File: config.mk
export PLATFORM = sky130hd
export DESIGN_NAME = mf3_median
export DESIGN_NICKNAME = d
export VERILOG_FILES = /design/src/mf3_pkg.sv /design/src/mf3_median.sv
export SDC_FILE = /design/constraint.sdc
export NUM_CORES = 1
export LEC_CHECK = 0
export CAP_MARGIN = 25
export CORE_MARGIN = 8
export CORE_UTILIZATION = 62
export DETAILED_ROUTE_END_ITERATION = 10
export DONT_BUFFER_PORTS = 1
export PLACE_DENSITY = 0.78
export SLEW_MARGIN = 20
export SYNTH_ARGS = -nofsm -noshare
export SYNTH_HDL_FRONTEND = slang
export SYNTH_SLANG_ARGS = --single-unit
File: constraint.sdc
create_clock -name vclk -period 25.4
set_input_delay 5.08 -clock vclk [all_inputs]
set_output_delay 5.08 -clock vclk [all_outputs]
set_load 0.01 [all_outputs]
File: src/mf3_pkg.sv
package mf3_pkg;

    // Defaults for the top level parameters
    localparam int MAX_WIDTH_DEF  = 1024;
    localparam int PIXEL_BITS_DEF = 8;

    // Configuration port
    localparam int CFG_ADDR_BITS = 1;
    localparam int CFG_DATA_BITS = 16;
    localparam logic [CFG_ADDR_BITS-1:0] REG_IMAGE_WIDTH  = 1'd0;
    localparam logic [CFG_ADDR_BITS-1:0] REG_IMAGE_HEIGHT = 1'd1;

    // Frame geometry
    localparam int ROW_BITS     = 16;
    localparam int WIDTH_RESET  = 640;
    localparam int HEIGHT_RESET = 480;
    localparam int MIN_SIZE     = 3;

    // Result slots of one input pixel, in output order
    localparam int NUM_SLOTS = 3;
    localparam int SLOT_A    = 0;   // window center (median or border copy)
    localparam int SLOT_B    = 1;   // right border pixel of the row above
    localparam int SLOT_C    = 2;   // last-row pass-through

endpackage

File: src/mf3_median.sv
module mf3_median #(
    parameter int PIXEL_BITS = mf3_pkg::PIXEL_BITS_DEF
) (
    input  logic [2:0][PIXEL_BITS-1:0] i_lo,   // smallest of each window row
    input  logic [2:0][PIXEL_BITS-1:0] i_mid,  // middle of each window row
    input  logic [2:0][PIXEL_BITS-1:0] i_hi,   // largest of each window row
    output logic [PIXEL_BITS-1:0]      o_med
);

    function automatic logic [PIXEL_BITS-1:0] max2(
        input logic [PIXEL_BITS-1:0] a,
        input logic [PIXEL_BITS-1:0] b
    );
        return (a < b) ? b : a;
    endfunction

    function automatic logic [PIXEL_BITS-1:0] min2(
        input logic [PIXEL_BITS-1:0] a,
        input logic [PIXEL_BITS-1:0] b
    );
        return (a < b) ? a : b;
    endfunction

    function automatic logic [PIXEL_BITS-1:0] med3(
        input logic [PIXEL_BITS-1:0] a,
        input logic [PIXEL_BITS-1:0] b,
        input logic [PIXEL_BITS-1:0] c
    );
        return max2(min2(a, b), min2(max2(a, b), c));
    endfunction

    logic [PIXEL_BITS-1:0] lo_max;
    logic [PIXEL_BITS-1:0] mid_med;
    logic [PIXEL_BITS-1:0] hi_min;

    // With rows sorted, the median of nine is the median of these three
    assign lo_max  = max2(max2(i_lo[0], i_lo[1]), i_lo[2]);
    assign mid_med = med3(i_mid[0], i_mid[1], i_mid[2]);
    assign hi_min  = min2(min2(i_hi[0], i_hi[1]), i_hi[2]);
    assign o_med   = med3(lo_max, mid_med, hi_min);

endmodule

==> flow_summary.ini <==
[logic_synthesis]
yosysMostFrequentCell = inv_1
synth_top_cell_area_share_pct = 25.49
synth_top_cells_by_count = 68 x inv_1, 67 x ha_1, 45 x o21ai_0, 43 x nor2_1, 41 x a21oi_1
synth_top_cell_by_area = ha_1
synth_cell_types = 63
yosys-top-cells-area = ha_1 25%, inv_1 7.8%, mux2i_1 7.0%
synthesis.area_per_instance_sq_um = 7.148
syn_nets = 599
ys_seq_area_share_pct = 0
yosysWarnings = 0
syn-cell-area_sq_mm = 0.003288
syn-instance-count = 460

[global_route]
grt-ovfl-total = 0
grt_pass1_vias = 3056
grt_pass1_wl_um = 13480
grt_usage_pct = 20.57
antenna_found_initial = 0
grt_max_degree = 22

[timing]
rsz0062_at_grt = no
relSlewSlack_pct = 35.87
setup_viol_count_final = 0
tightest_slew_ns = 0.9555
post-route-min-period_ns = 21.54
fmax_ghz = 0.04642
tns_ns = 0
hold_viol_final = 0
finalWorstSetupSlack_ns = 3.857
hold_ws_ns = 10.73
period_share_pct = 84.82
maxSlewViolCount = 0

[finish]
nets = 590
seq_cells = 0
final_cells = 519
diodes = 0
final_cell_area_sq_mm = 0.003302
nFillCells = 480
drive_gt1_share_pct = 7.127
clock_buffers = 0
syn2layout_area_growth_pct = 0.4187
final_core_util_pct = 64.65
seq_area_sq_um = 0
multi_input_area_sq_mm = 0.002959

[power_and_ir_drop]
clkPwrFrac_pct = 0
netSwitchingPower_uw = 288.1
p_seq_share_pct = 0
power_density_mw_per_mm2 = 146.9
peakVddDrop_uv = 106.9
switching_share_pct = 59.41
combPwrFrac_pct = 100.0
p_total_uw = 485.0
p_leak_nw = 1.674
p_int_uw = 196.9

[routing]
drt-initial-drc-count = 133
route.detailed.drc = 0
first_pass_iters = 5
wire_per_inst_um = 15.89
vias = 3204
vias_per_cell = 6.173
wirelength_um = 8248
final_antenna_net_count = 0

[placed_design]
placedCellCount = 519
place_ws_ns = 3.941
portBuffers = 0
hpwlAfterDp_um = 7265
place_area_sq_mm = 0.003302
gp_congestion = 0.9773

[critical_path]
critPathMaxFanout = 21
start_kind = input port
cp-end-kind = output pin
path_common_cell = a21o_1
crit_slowest_cell = o21ai_1
cp.required_ns = 20.32
max_stage_delay_ns = 0.76
critPathKind = in -> out
crit_start = i_mid[10]
cp_data_arrival_time_ns = 16.46

[clock_tree]
hold_buffers = 0
post_cts_buffers = 0
cts-resized-gates = 0

[worst_hold_path]
hold_start = i_lo[18]
hold_class = in -> out
hold_end = o_med[2]
hold_depth = 4

[floorplan]
dieArea_sq_mm = 0.007890
die_h_um = 88.83
coreArea_sq_mm = 0.005107
io_pins = 80
initial_core_util_pct = 64.38
die_x_um = 88.83
row_count = 26

[run]
maxCapViolCount = 0

[outcome]
status = finished, final reports clean
==> power groups by stage <==
stage / clock, mW / combinational, mW / sequential [mW]
2_1_floorplan: 0 / 0.412 / 0
3_3_place_gp: 0 / 0.470 / 0
6_report: 0 / 0.485 / 0
4_1_cts: 0 / 0.482 / 0
5_1_grt: 0 / 0.534 / 0
3_5_place_dp: 0 / 0.479 / 0
==> worst max path at each step <==
stage / end / cells past startpoint
after floorplan: o_med[1] / 52
after global placement: o_med[4] / 46
after detailed placement: o_med[1] / 46
after CTS: o_med[1] / 46
after global routing: o_med[7] / 44
final: o_med[5] / 46
==> cell type report <==
type,count,area share [%]
multi-input combinational,381,89.62
tap,70,2.653
inverter,68,7.730
==> cell usage in the layout (no fill, tap or decap), types with 5 or more instances in the layout <==
| cell type | instances |
|---|---|
| nand2_1 | 38 |
| a21oi_1 | 41 |
| nand3_1 | 5 |
| ha_1 | 67 |
| a21o_1 | 14 |
| mux2i_1 | 23 |
| nor2_1 | 43 |
| o21ai_0 | 45 |
| a211oi_1 | 7 |
| nand4_1 | 6 |
| nor2b_1 | 7 |
| o21a_1 | 11 |
| inv_1 | 68 |
| a22oi_2 | 7 |
==> logic make-up after synthesis <==
logic type / Yosys count / share of synthesized area [%]
AOI/OAI and AO/OA: 158 / 34.40
adders and majority gates: 72 / 27.05
buffers and inverters: 79 / 10.01
muxes: 30 / 10.96
and+or+nand+nor: 121 / 17.58
==> metal layers <==
layer	GRT usage, %	wire length [um]	vias up
met3	3.435	573	6
met4	1.690	61	0
met1	24.68	3630	1456
met2	38.01	3983	96
met5	0	0	-
li1	-	-	1646
==> critical path, delay by kind of cell <==
kind	cells	cell delay, ns
AND/OR/NAND/NOR	5	1.19
multiplexers	3	0.91
buffers and inverters	1	0.13
adder cells (fa/ha/maj)	6	1.85
AO/OA/AOI/OAI	31	7.28
Power figures use the tool's default switching activity.
